[src/fmmp_pkg.sv]
package fmmp_pkg;

    localparam int IDX_W = 64;
    localparam int MOD_W = 32;
    localparam logic [MOD_W-1:0] MOD_RESET = 32'd1000000007;

    typedef enum logic
    {
        OP_ADD,
        OP_MUL
    } op_t;

    // working registers of the datapath
    typedef enum logic [3:0]
    {
        R_A,
        R_B,
        R_D,
        R_P,
        R_Q,
        R_S,
        R_T0,
        R_T1,
        R_T2
    } reg_sel_t;

    typedef struct packed
    {
        op_t      op;
        reg_sel_t src_a;
        reg_sel_t src_b;
        reg_sel_t dst;
    } uop_t;

    typedef struct packed
    {
        logic init;
        logic issue;
        uop_t uop;
        logic load_out;
        logic zero_out;
    } dp_cmd_t;

    typedef struct packed
    {
        logic mul_done;
        logic recip_ready;
        logic mod_small;
    } dp_status_t;

endpackage

[src/fibonacci_mod_matrix_power.sv]
// fibonacci_mod_matrix_power: F(index) mod modulus by binary powering of [[0,1],[1,1]]
//
// input stream s_*: one beat carries a 64-bit index; output stream m_*: one beat
// carries the 32-bit result. every input beat gives exactly one output beat.
// cfg_we/cfg_wdata write the modulus (reset value 1000000007); write it only
// while no item is in flight.
//
// one item at a time. the index is scanned lsb first up to its highest set bit;
// each bit but the highest costs a squaring, plus a multiply into the accumulator
// when the bit is set; index zero goes straight to the output. the time per item is
// set by the single shared 32x32 multiplier, which forms each modular product by
// barrett reduction with a stored reciprocal.
//
// after reset, and after every modulus write, s_tready stays low while the
// reciprocal of the modulus is built one bit a cycle.
// the result sits in an output register: a new index is taken while it waits,
// and the next result waits in the datapath until m_tready frees the register.
module fibonacci_mod_matrix_power
#(
    parameter int INDEX_BITS = 64
)
(
    input  logic        clk,
    input  logic        rst_n,
    input  logic        s_tvalid,
    output logic        s_tready,
    input  logic [63:0] s_tdata,     // [63:0] index
    output logic        m_tvalid,
    input  logic        m_tready,
    output logic [31:0] m_tdata,     // [31:0] fib_value
    input  logic        cfg_we,
    input  logic [31:0] cfg_wdata    // [31:0] modulus
);
    import fmmp_pkg::*;

    dp_cmd_t    cmd;
    dp_status_t status;

    fmmp_ctrl
    #(
        .INDEX_BITS (INDEX_BITS)
    )
    u_ctrl
    (
        .clk      (clk),
        .rst_n    (rst_n),
        .s_tvalid (s_tvalid),
        .s_tready (s_tready),
        .s_tdata  (s_tdata),
        .m_tvalid (m_tvalid),
        .m_tready (m_tready),
        .status   (status),
        .cmd      (cmd)
    );

    fmmp_datapath u_datapath
    (
        .clk       (clk),
        .rst_n     (rst_n),
        .cfg_we    (cfg_we),
        .cfg_wdata (cfg_wdata),
        .cmd       (cmd),
        .status    (status),
        .fib_value (m_tdata)
    );

endmodule

[src/fmmp_recip.sv]
module fmmp_recip
(
    input  logic                         clk,
    input  logic                         rst_n,
    input  logic                         restart,
    input  logic [fmmp_pkg::MOD_W-1:0]   divisor,
    output logic [2*fmmp_pkg::MOD_W-1:0] quotient,
    output logic                         ready
);
    import fmmp_pkg::*;

    localparam int STEPS = 2 * MOD_W;
    localparam int CNT_W = $clog2(STEPS);

    typedef enum logic [1:0]
    {
        RC_LOAD,
        RC_RUN,
        RC_READY
    } state_t;

    state_t             state_reg;
    logic [CNT_W-1:0]   cnt_reg;
    logic [MOD_W-1:0]   rem_reg;
    logic [STEPS-1:0]   quo_reg;

    logic [MOD_W:0]     rem_sh;
    logic [MOD_W:0]     rem_diff;
    logic               rem_ge;

    // restoring division of 2^64 by the modulus, one quotient bit a cycle
    assign rem_sh   = {rem_reg, 1'b0};
    assign rem_diff = rem_sh - {1'b0, divisor};
    assign rem_ge   = rem_sh >= {1'b0, divisor};

    assign quotient = quo_reg;
    assign ready    = state_reg == RC_READY;

    always_ff @(posedge clk or negedge rst_n)
    begin
        if (!rst_n)
        begin
            state_reg <= RC_LOAD;
            cnt_reg   <= '0;
            rem_reg   <= '0;
            quo_reg   <= '0;
        end
        else if (restart)
        begin
            state_reg <= RC_LOAD;
        end
        else
        begin
            unique case (state_reg)
                RC_LOAD:
                begin
                    // leading one of 2^64 already brought down
                    rem_reg   <= MOD_W'(1);
                    cnt_reg   <= '0;
                    state_reg <= RC_RUN;
                end
                RC_RUN:
                begin
                    rem_reg <= rem_ge ? rem_diff[MOD_W-1:0] : rem_sh[MOD_W-1:0];
                    quo_reg <= {quo_reg[STEPS-2:0], rem_ge};
                    cnt_reg <= cnt_reg + 1'b1;
                    if (cnt_reg == CNT_W'(STEPS - 1))
                    begin
                        state_reg <= RC_READY;
                    end
                end
                RC_READY:
                begin
                    state_reg <= RC_READY;
                end
                default:
                begin
                    state_reg <= RC_LOAD;
                end
            endcase
        end
    end

endmodule

[src/fmmp_mulmod.sv]
module fmmp_mulmod
(
    input  logic                         clk,
    input  logic                         rst_n,
    input  logic                         start,
    input  logic [fmmp_pkg::MOD_W-1:0]   a,
    input  logic [fmmp_pkg::MOD_W-1:0]   b,
    input  logic [fmmp_pkg::MOD_W-1:0]   modulus,
    input  logic [2*fmmp_pkg::MOD_W-1:0] recip,
    output logic                         done,
    output logic [fmmp_pkg::MOD_W-1:0]   result
);
    import fmmp_pkg::*;

    localparam int PW = 2 * MOD_W;
    localparam int TW = PW + 2;
    localparam int RW = MOD_W + 2;

    typedef enum logic [2:0]
    {
        MM_IDLE,
        MM_LL,
        MM_HL,
        MM_LH,
        MM_HH,
        MM_RED,
        MM_FIX
    } state_t;

    state_t            state_reg;
    logic [PW-1:0]     x_reg;
    logic [TW-1:0]     t_reg;
    logic [MOD_W-1:0]  q_reg;
    logic [RW-1:0]     r_reg;
    logic [MOD_W-1:0]  res_reg;
    logic              done_reg;

    logic [MOD_W-1:0]  mul_a;
    logic [MOD_W-1:0]  mul_b;
    logic [PW-1:0]     prod;
    logic [TW-1:0]     shift_sum;
    logic [TW-1:0]     lh_sum;
    logic [RW-1:0]     red_diff;
    logic [RW-1:0]     fix_diff;
    logic              fix_ge;

    // one shared 32x32 multiplier; barrett estimate q = hi64(x * floor(2^64/m))
    always_comb
    begin
        unique case (state_reg)
            MM_IDLE:
            begin
                mul_a = a;
                mul_b = b;
            end
            MM_LL:
            begin
                mul_a = x_reg[MOD_W-1:0];
                mul_b = recip[MOD_W-1:0];
            end
            MM_HL:
            begin
                mul_a = x_reg[PW-1:MOD_W];
                mul_b = recip[MOD_W-1:0];
            end
            MM_LH:
            begin
                mul_a = x_reg[MOD_W-1:0];
                mul_b = recip[PW-1:MOD_W];
            end
            MM_HH:
            begin
                mul_a = x_reg[PW-1:MOD_W];
                mul_b = recip[PW-1:MOD_W];
            end
            MM_RED:
            begin
                mul_a = q_reg;
                mul_b = modulus;
            end
            default:
            begin
                mul_a = '0;
                mul_b = '0;
            end
        endcase
    end

    assign prod      = {{MOD_W{1'b0}}, mul_a} * {{MOD_W{1'b0}}, mul_b};
    assign shift_sum = {{MOD_W{1'b0}}, t_reg[TW-1:MOD_W]} + {2'b00, prod};
    assign lh_sum    = t_reg + {2'b00, prod};
    // estimate is short by at most one, so the remainder is below 2m
    assign red_diff  = x_reg[RW-1:0] - prod[RW-1:0];
    assign fix_diff  = r_reg - {2'b00, modulus};
    assign fix_ge    = r_reg >= {2'b00, modulus};

    assign done   = done_reg;
    assign result = res_reg;

    always_ff @(posedge clk or negedge rst_n)
    begin
        if (!rst_n)
        begin
            state_reg <= MM_IDLE;
            done_reg  <= 1'b0;
            x_reg     <= '0;
            t_reg     <= '0;
            q_reg     <= '0;
            r_reg     <= '0;
            res_reg   <= '0;
        end
        else
        begin
            done_reg <= 1'b0;
            unique case (state_reg)
                MM_IDLE:
                begin
                    if (start)
                    begin
                        x_reg     <= prod;
                        state_reg <= MM_LL;
                    end
                end
                MM_LL:
                begin
                    t_reg     <= {2'b00, prod};
                    state_reg <= MM_HL;
                end
                MM_HL:
                begin
                    t_reg     <= shift_sum;
                    state_reg <= MM_LH;
                end
                MM_LH:
                begin
                    t_reg     <= lh_sum;
                    state_reg <= MM_HH;
                end
                MM_HH:
                begin
                    q_reg     <= shift_sum[MOD_W-1:0];
                    state_reg <= MM_RED;
                end
                MM_RED:
                begin
                    r_reg     <= red_diff;
                    state_reg <= MM_FIX;
                end
                MM_FIX:
                begin
                    res_reg   <= fix_ge ? fix_diff[MOD_W-1:0] : r_reg[MOD_W-1:0];
                    done_reg  <= 1'b1;
                    state_reg <= MM_IDLE;
                end
                default:
                begin
                    state_reg <= MM_IDLE;
                end
            endcase
        end
    end

endmodule

[src/fmmp_datapath.sv]
module fmmp_datapath
(
    input  logic                       clk,
    input  logic                       rst_n,
    input  logic                       cfg_we,
    input  logic [fmmp_pkg::MOD_W-1:0] cfg_wdata,
    input  fmmp_pkg::dp_cmd_t          cmd,
    output fmmp_pkg::dp_status_t       status,
    output logic [fmmp_pkg::MOD_W-1:0] fib_value
);
    import fmmp_pkg::*;

    // accumulator [a b; b d] and power [p q; q s] stay symmetric
    logic [MOD_W-1:0]   a_reg;
    logic [MOD_W-1:0]   b_reg;
    logic [MOD_W-1:0]   d_reg;
    logic [MOD_W-1:0]   p_reg;
    logic [MOD_W-1:0]   q_reg;
    logic [MOD_W-1:0]   s_reg;
    logic [MOD_W-1:0]   t0_reg;
    logic [MOD_W-1:0]   t1_reg;
    logic [MOD_W-1:0]   t2_reg;
    logic [MOD_W-1:0]   modulus_reg;
    logic [MOD_W-1:0]   fib_reg;

    logic [MOD_W-1:0]   opa;
    logic [MOD_W-1:0]   opb;
    logic [MOD_W:0]     sum;
    logic [MOD_W:0]     sum_diff;
    logic [MOD_W-1:0]   add_res;
    logic               add_we;
    logic               mul_start;
    logic               mul_done;
    logic [MOD_W-1:0]   mul_res;
    logic               wr_en;
    logic [MOD_W-1:0]   wr_data;
    logic [2*MOD_W-1:0] recip;
    logic               recip_ready;

    always_comb
    begin
        unique case (cmd.uop.src_a)
            R_A:     opa = a_reg;
            R_B:     opa = b_reg;
            R_D:     opa = d_reg;
            R_P:     opa = p_reg;
            R_Q:     opa = q_reg;
            R_S:     opa = s_reg;
            R_T0:    opa = t0_reg;
            R_T1:    opa = t1_reg;
            R_T2:    opa = t2_reg;
            default: opa = '0;
        endcase
    end

    always_comb
    begin
        unique case (cmd.uop.src_b)
            R_A:     opb = a_reg;
            R_B:     opb = b_reg;
            R_D:     opb = d_reg;
            R_P:     opb = p_reg;
            R_Q:     opb = q_reg;
            R_S:     opb = s_reg;
            R_T0:    opb = t0_reg;
            R_T1:    opb = t1_reg;
            R_T2:    opb = t2_reg;
            default: opb = '0;
        endcase
    end

    // both operands are already reduced, one conditional subtract is enough
    assign sum      = {1'b0, opa} + {1'b0, opb};
    assign sum_diff = sum - {1'b0, modulus_reg};
    assign add_res  = (sum >= {1'b0, modulus_reg}) ? sum_diff[MOD_W-1:0] : sum[MOD_W-1:0];

    assign add_we    = cmd.issue && (cmd.uop.op == OP_ADD);
    assign mul_start = cmd.issue && (cmd.uop.op == OP_MUL);
    assign wr_en     = add_we || mul_done;
    assign wr_data   = add_we ? add_res : mul_res;

    fmmp_recip u_recip
    (
        .clk      (clk),
        .rst_n    (rst_n),
        .restart  (cfg_we),
        .divisor  (modulus_reg),
        .quotient (recip),
        .ready    (recip_ready)
    );

    fmmp_mulmod u_mulmod
    (
        .clk     (clk),
        .rst_n   (rst_n),
        .start   (mul_start),
        .a       (opa),
        .b       (opb),
        .modulus (modulus_reg),
        .recip   (recip),
        .done    (mul_done),
        .result  (mul_res)
    );

    always_ff @(posedge clk or negedge rst_n)
    begin
        if (!rst_n)
        begin
            modulus_reg <= MOD_RESET;
        end
        else if (cfg_we)
        begin
            modulus_reg <= cfg_wdata;
        end
    end

    always_ff @(posedge clk)
    begin
        if (cmd.init)
        begin
            a_reg <= MOD_W'(1);
            b_reg <= '0;
            d_reg <= MOD_W'(1);
            p_reg <= '0;
            q_reg <= MOD_W'(1);
            s_reg <= MOD_W'(1);
        end
        else if (wr_en)
        begin
            unique case (cmd.uop.dst)
                R_A:     a_reg  <= wr_data;
                R_B:     b_reg  <= wr_data;
                R_D:     d_reg  <= wr_data;
                R_P:     p_reg  <= wr_data;
                R_Q:     q_reg  <= wr_data;
                R_S:     s_reg  <= wr_data;
                R_T0:    t0_reg <= wr_data;
                R_T1:    t1_reg <= wr_data;
                R_T2:    t2_reg <= wr_data;
                default: t0_reg <= t0_reg;
            endcase
        end
        if (cmd.load_out)
        begin
            fib_reg <= cmd.zero_out ? '0 : b_reg;
        end
    end

    assign fib_value          = fib_reg;
    assign status.mul_done    = mul_done;
    assign status.recip_ready = recip_ready;
    assign status.mod_small   = modulus_reg <= MOD_W'(1);

endmodule

[src/fmmp_ctrl.sv]
module fmmp_ctrl
#(
    parameter int INDEX_BITS = 64
)
(
    input  logic                       clk,
    input  logic                       rst_n,
    input  logic                       s_tvalid,
    output logic                       s_tready,
    input  logic [fmmp_pkg::IDX_W-1:0] s_tdata,
    output logic                       m_tvalid,
    input  logic                       m_tready,
    input  fmmp_pkg::dp_status_t       status,
    output fmmp_pkg::dp_cmd_t          cmd
);
    import fmmp_pkg::*;

    typedef enum logic [2:0]
    {
        ST_IDLE,
        ST_STEP,
        ST_RUN,
        ST_WAIT,
        ST_FINISH
    } state_t;

    localparam logic [3:0] PC_MUL_FIRST = 4'd0;
    localparam logic [3:0] PC_MUL_LAST  = 4'd7;
    localparam logic [3:0] PC_SQ_FIRST  = 4'd8;
    localparam logic [3:0] PC_SQ_LAST   = 4'd14;

    // acc *= pow, then pow *= pow, on the three distinct entries of each
    function automatic uop_t ucode(input logic [3:0] pc);
        uop_t u;
        begin
            unique case (pc)
                4'd0:    u = '{OP_MUL, R_A,  R_P,  R_T0};
                4'd1:    u = '{OP_MUL, R_B,  R_Q,  R_T1};
                4'd2:    u = '{OP_MUL, R_A,  R_Q,  R_T2};
                4'd3:    u = '{OP_ADD, R_T0, R_T1, R_A};
                4'd4:    u = '{OP_MUL, R_B,  R_S,  R_T0};
                4'd5:    u = '{OP_ADD, R_T2, R_T0, R_B};
                4'd6:    u = '{OP_MUL, R_D,  R_S,  R_T0};
                4'd7:    u = '{OP_ADD, R_T1, R_T0, R_D};
                4'd8:    u = '{OP_MUL, R_P,  R_P,  R_T0};
                4'd9:    u = '{OP_MUL, R_Q,  R_Q,  R_T1};
                4'd10:   u = '{OP_MUL, R_S,  R_S,  R_T2};
                4'd11:   u = '{OP_ADD, R_P,  R_S,  R_P};
                4'd12:   u = '{OP_MUL, R_Q,  R_P,  R_Q};
                4'd13:   u = '{OP_ADD, R_T0, R_T1, R_P};
                4'd14:   u = '{OP_ADD, R_T1, R_T2, R_S};
                default: u = '{OP_ADD, R_T0, R_T0, R_T0};
            endcase
            return u;
        end
    endfunction

    state_t                state_reg;
    state_t                state_next;
    logic [3:0]            pc_reg;
    logic [3:0]            pc_next;
    logic [INDEX_BITS-1:0] n_reg;
    logic [INDEX_BITS-1:0] n_next;
    logic                  out_valid_reg;
    logic                  out_valid_next;

    uop_t                  uop;
    logic                  accept;
    logic                  out_free;
    logic                  uop_done;
    logic                  upper_zero;

    assign uop        = ucode(pc_reg);
    assign s_tready   = (state_reg == ST_IDLE) && status.recip_ready;
    assign accept     = s_tvalid && s_tready;
    assign out_free   = !out_valid_reg || m_tready;
    assign uop_done   = ((state_reg == ST_RUN) && (uop.op == OP_ADD))
                        || ((state_reg == ST_WAIT) && status.mul_done);
    assign upper_zero = (n_reg >> 1) == '0;
    assign m_tvalid   = out_valid_reg;

    assign cmd.init     = accept;
    assign cmd.issue    = state_reg == ST_RUN;
    assign cmd.uop      = uop;
    assign cmd.load_out = (state_reg == ST_FINISH) && out_free;
    assign cmd.zero_out = status.mod_small;

    always_comb
    begin
        state_next     = state_reg;
        pc_next        = pc_reg;
        n_next         = n_reg;
        out_valid_next = out_valid_reg && !m_tready;

        unique case (state_reg)
            ST_IDLE:
            begin
                if (accept)
                begin
                    n_next = s_tdata[INDEX_BITS-1:0];
                    if (status.mod_small || (s_tdata[INDEX_BITS-1:0] == '0))
                    begin
                        state_next = ST_FINISH;
                    end
                    else
                    begin
                        state_next = ST_STEP;
                    end
                end
            end
            ST_STEP:
            begin
                pc_next    = n_reg[0] ? PC_MUL_FIRST : PC_SQ_FIRST;
                state_next = ST_RUN;
            end
            ST_RUN, ST_WAIT:
            begin
                if (uop_done)
                begin
                    priority if (pc_reg == PC_MUL_LAST)
                    begin
                        // no set bit left: the last squaring is not needed
                        if (upper_zero)
                        begin
                            state_next = ST_FINISH;
                        end
                        else
                        begin
                            pc_next    = PC_SQ_FIRST;
                            state_next = ST_RUN;
                        end
                    end
                    else if (pc_reg == PC_SQ_LAST)
                    begin
                        n_next     = n_reg >> 1;
                        state_next = upper_zero ? ST_FINISH : ST_STEP;
                    end
                    else
                    begin
                        pc_next    = pc_reg + 1'b1;
                        state_next = ST_RUN;
                    end
                end
                else if (state_reg == ST_RUN)
                begin
                    state_next = ST_WAIT;
                end
            end
            ST_FINISH:
            begin
                if (out_free)
                begin
                    out_valid_next = 1'b1;
                    state_next     = ST_IDLE;
                end
            end
            default:
            begin
                state_next = ST_IDLE;
            end
        endcase
    end

    always_ff @(posedge clk or negedge rst_n)
    begin
        if (!rst_n)
        begin
            state_reg     <= ST_IDLE;
            pc_reg        <= '0;
            n_reg         <= '0;
            out_valid_reg <= 1'b0;
        end
        else
        begin
            state_reg     <= state_next;
            pc_reg        <= pc_next;
            n_reg         <= n_next;
            out_valid_reg <= out_valid_next;
        end
    end

endmodule

[config.mk]
export PLATFORM = sky130hd
export DESIGN_NAME = fibonacci_mod_matrix_power
export DESIGN_NICKNAME = d
export VERILOG_FILES = /design/src/fmmp_pkg.sv /design/src/fibonacci_mod_matrix_power.sv /design/src/fmmp_recip.sv /design/src/fmmp_mulmod.sv /design/src/fmmp_datapath.sv /design/src/fmmp_ctrl.sv
export SDC_FILE = /design/constraint.sdc
export NUM_CORES = 2
export LEC_CHECK = 0
export ABC_AREA = 1
export BUFFER_PORTS_ARGS = -buffer_cell sky130_fd_sc_hd__buf_2
export CORE_MARGIN = 10
export CORE_UTILIZATION = 35
export DETAILED_ROUTE_END_ITERATION = 8
export GPL_TIMING_DRIVEN = 0
export PLACE_DENSITY = 0.5
export SETUP_SLACK_MARGIN = 0.1
export SLEW_MARGIN = 20
export SYNTH_ARGS = -nofsm -noshare
export SYNTH_HDL_FRONTEND = slang
export SYNTH_HIERARCHICAL = 1
export SYNTH_SLANG_ARGS = --single-unit
export TNS_END_PERCENT = 20
[constraint.sdc]
create_clock -name clk -period 11.95 [get_ports clk]
set_input_delay 2.39 -clock clk [delete_from_list [all_inputs] [get_ports clk]]
set_output_delay 2.39 -clock clk [all_outputs]
set_load 0.01 [all_outputs]
==> results.txt <==
antenna-violating nets left - 0
DRT Wirelength - 473.4 mm
first-pass GRT wire length - 659.9 mm
critical path launch point type - register
Syn Area/Cell - 7.076 sq um
drt wl/cell - 27.29 um
status - complete, no violations
RSZ-0062 raised after global routing - true
die height - 533.9 um
worst vdd ir - 116.8 uV
Initial DRC Count - 10.95k
Die X - 533.9 um
Leakage - 55.13 nW
Period Utilization, post-route - 99.87%
Synth area leader - fa_1
Seq/Total Area, Yosys - 20.25%
number of global-route vias before repair - 89.23k
row count - 188
Root Driver - clkbuf_16
post-synthesis cell type count - 78
DRT Pass-1 Iters - 7
Layout Nets - 15.28k
Top Ports - 135
Synth Flop Type - dfrtp_1
Crit path arrival time - 12.60 ns
fin. max-slew vios - 0
clock sink count - 760
CTS tree - built
fraction of registers with async set/reset - 57.89%
DR vias - 93.55k
Post-Synthesis Cells - 13.07k
Hold Fails Final Rpt - 0
total of max-cap violations - 0
Placed Cells - 16.76k
Syn. warnings - 6
via-per-instance ratio - 5.393
GPL Wtd Cong - 1.098
CP Capture Type - register
HP Class - reg2reg
Cell Pwr Density - 72.20 mW/mm^2
DRC errors left - 0
Max Clock Freq - 83.79 MHz
Synth top area share - 19.55%
crit path max fanout - 10
starting density of the core - 35.18%
GRT Total Usage - 31.86%
Max-slew headroom - 18.87%
GR Overflow Total - 0
number of synthesized register bits - 760
top cells by count, synth - 3382 x nand2_1, 2603 x inv_1, 1219 x nor2_1
full die area - 0.2851 sq mm
proportion of layout cells with a drive suffix above 1 - 17.06%
final setup violation count - 0
largest net degree at the start of global routing - 95
synthesized net count - 14.61k
Max Clock Skew - 0.1031 ns
slowest CP cell - fa_2
IO buf count - 134
count leader, synth - nand2_1
non-filler cells in the finished layout - 17.35k
Tmin final - 11.93 ns
Post-synth EDFFs - 128
H-tree levels - 3
critical path type - reg2reg
largest cells by area after synthesis - fa_1 20%, nand2_1 14%, dfrtp_1 11%
Most Frequent Cell on Critical Path - fa_1
CTS max path bufs - 3
synthesized cell area - 0.09245 sq mm
worst setup margin - 0.01567 ns
CTS buffer count - 91
dpl ws - -5.545 ns
initial antenna violation count - 30
setup tns final - 0 ns
worst-skew pair later-pin latency - 0.80 ns
Crit path largest cell delay - 0.59 ns
Slew @ Worst Pin - 1.217 ns
Worst-path clk slew - 0.06 ns
max reg flops - 66
post-DP HPWL - 382.1 mm
Core Footprint - 0.2627 sq mm
Area growth syn-to-layout - 22.32%
WP data required - 12.62 ns
[repair_timing]
action | in CTS | in global routing
endpoints found under the setup margin | 169 | 76
pin swaps | 177 | 310
buffers inserted | 212 | 178
resized for setup | 1146 | 742
gates cloned | 0 | 9
hold buffers | 0 | 0
[cell usage in the layout (no fill, tap or decap), types with 71 or more instances in the layout]
master,instances
a21oi_1,550
buf_12,110
buf_2,205
buf_4,350
clkbuf_1,168
clkbuf_16,122
dfrtp_1,421
dfxtp_1,192
edfxtp_1,128
fa_1,860
ha_1,443
ha_4,73
inv_1,2530
inv_2,127
nand2_1,3242
nand2_2,195
nand2_4,103
nand3_1,501
nand4_1,71
nor2_1,1112
nor2_2,124
nor2_4,95
o21ai_0,427
o21ai_1,92
o22ai_1,191
xnor2_1,71
[metal layers]
layer  part of all wire, %  vias to the layer above  global-route usage (%)
li1                      -                    41820                       -
met1                    40                    45370                   41.86
met2                    41                     5104                   46.00
met3                    12                     1243                   9.902
met4                   7.4                       14                   18.29
met5                 0.043                        -                  0.3497
[worst max-delay path: cells and delay by family (launching register included)]
family | cells | cell delay [ns]
XOR/XNOR | 2 | 0.57
buffers and inverters | 14 | 1.63
AO/OA/AOI/OAI | 9 | 1.91
flip-flops | 1 | 0.42
AND/OR/NAND/NOR | 14 | 2.03
adder cells (fa/ha/maj) | 11 | 5.18
[metrics by stage]
| stage | total power, mW | hold WS, ns | util, % | instance area (sq um) |
|---|---|---|---|---|
| global route | 8.443 | 0.5011 | 43.03 | 113100 |
| floorplan | 4.183 | 0.4405 | - | 92450 |
| global placement | 5.013 | 0.4571 | 37.11 | 97520 |
| finish | 8.165 | 0.4848 | 43.04 | 113100 |
| CTS | 8.085 | 0.4762 | 41.33 | 108600 |
| detailed placement | 5.011 | 0.4596 | 37.51 | 98550 |
[cell families after synthesis]
family | after synthesis | share of synthesized area (%)
fa+ha+maj | 1439 | 26.81
xor+xnor | 163 | 1.544
buf+inv | 3148 | 13.16
flops | 760 | 20.25
simple gates | 5798 | 27.25
mux | 2 | 0.02301
compound gates | 1755 | 10.96
[path summary, 6_finish.rpt]
kind	startpoint	end	slack (ns)	depth (start not counted)
worst max-delay path	u_ctrl/pc_reg[1]	u_datapath/u_mulmod/t_reg[26]	0.02	50
worst min-delay path	u_datapath/u_mulmod/q_reg[12]	u_datapath/u_mulmod/q_reg[12]	0.48	2
worst max register to register	u_ctrl/pc_reg[1]	u_datapath/u_mulmod/t_reg[26]	0.02	50
worst min register to register	u_datapath/u_mulmod/q_reg[12]	u_datapath/u_mulmod/q_reg[12]	0.48	2
max in group asynchronous	rst_n	u_datapath/modulus_reg[14]	8.62	4
min in group asynchronous	rst_n	u_ctrl/n_reg[30]	1.54	1
[cell type report]
| class | count | area, sq um |
|---|---|---|
| buffer | 430 | 3729 |
| sequential | 760 | 18720 |
| clock inverter | 38 | 531.8 |
| clock buffer | 133 | 2638 |
| antenna | 14 | 35.03 |
| multi-input combinational | 9157 | 67110 |
| fill | 27500 | 149700 |
| inverter | 2717 | 10480 |
| timing repair buffer | 582 | 5444 |
| tap | 3515 | 4398 |
[power breakdown]
part	internal, mW	switching (mW)	total (mW)
clock network	1.72	1.32	3.04
logic	0.552	1.45	2.00
registers	2.88	0.244	3.13
total	5.16	3.01	8.16
Note: power is estimated with default switching activity, not from simulation.
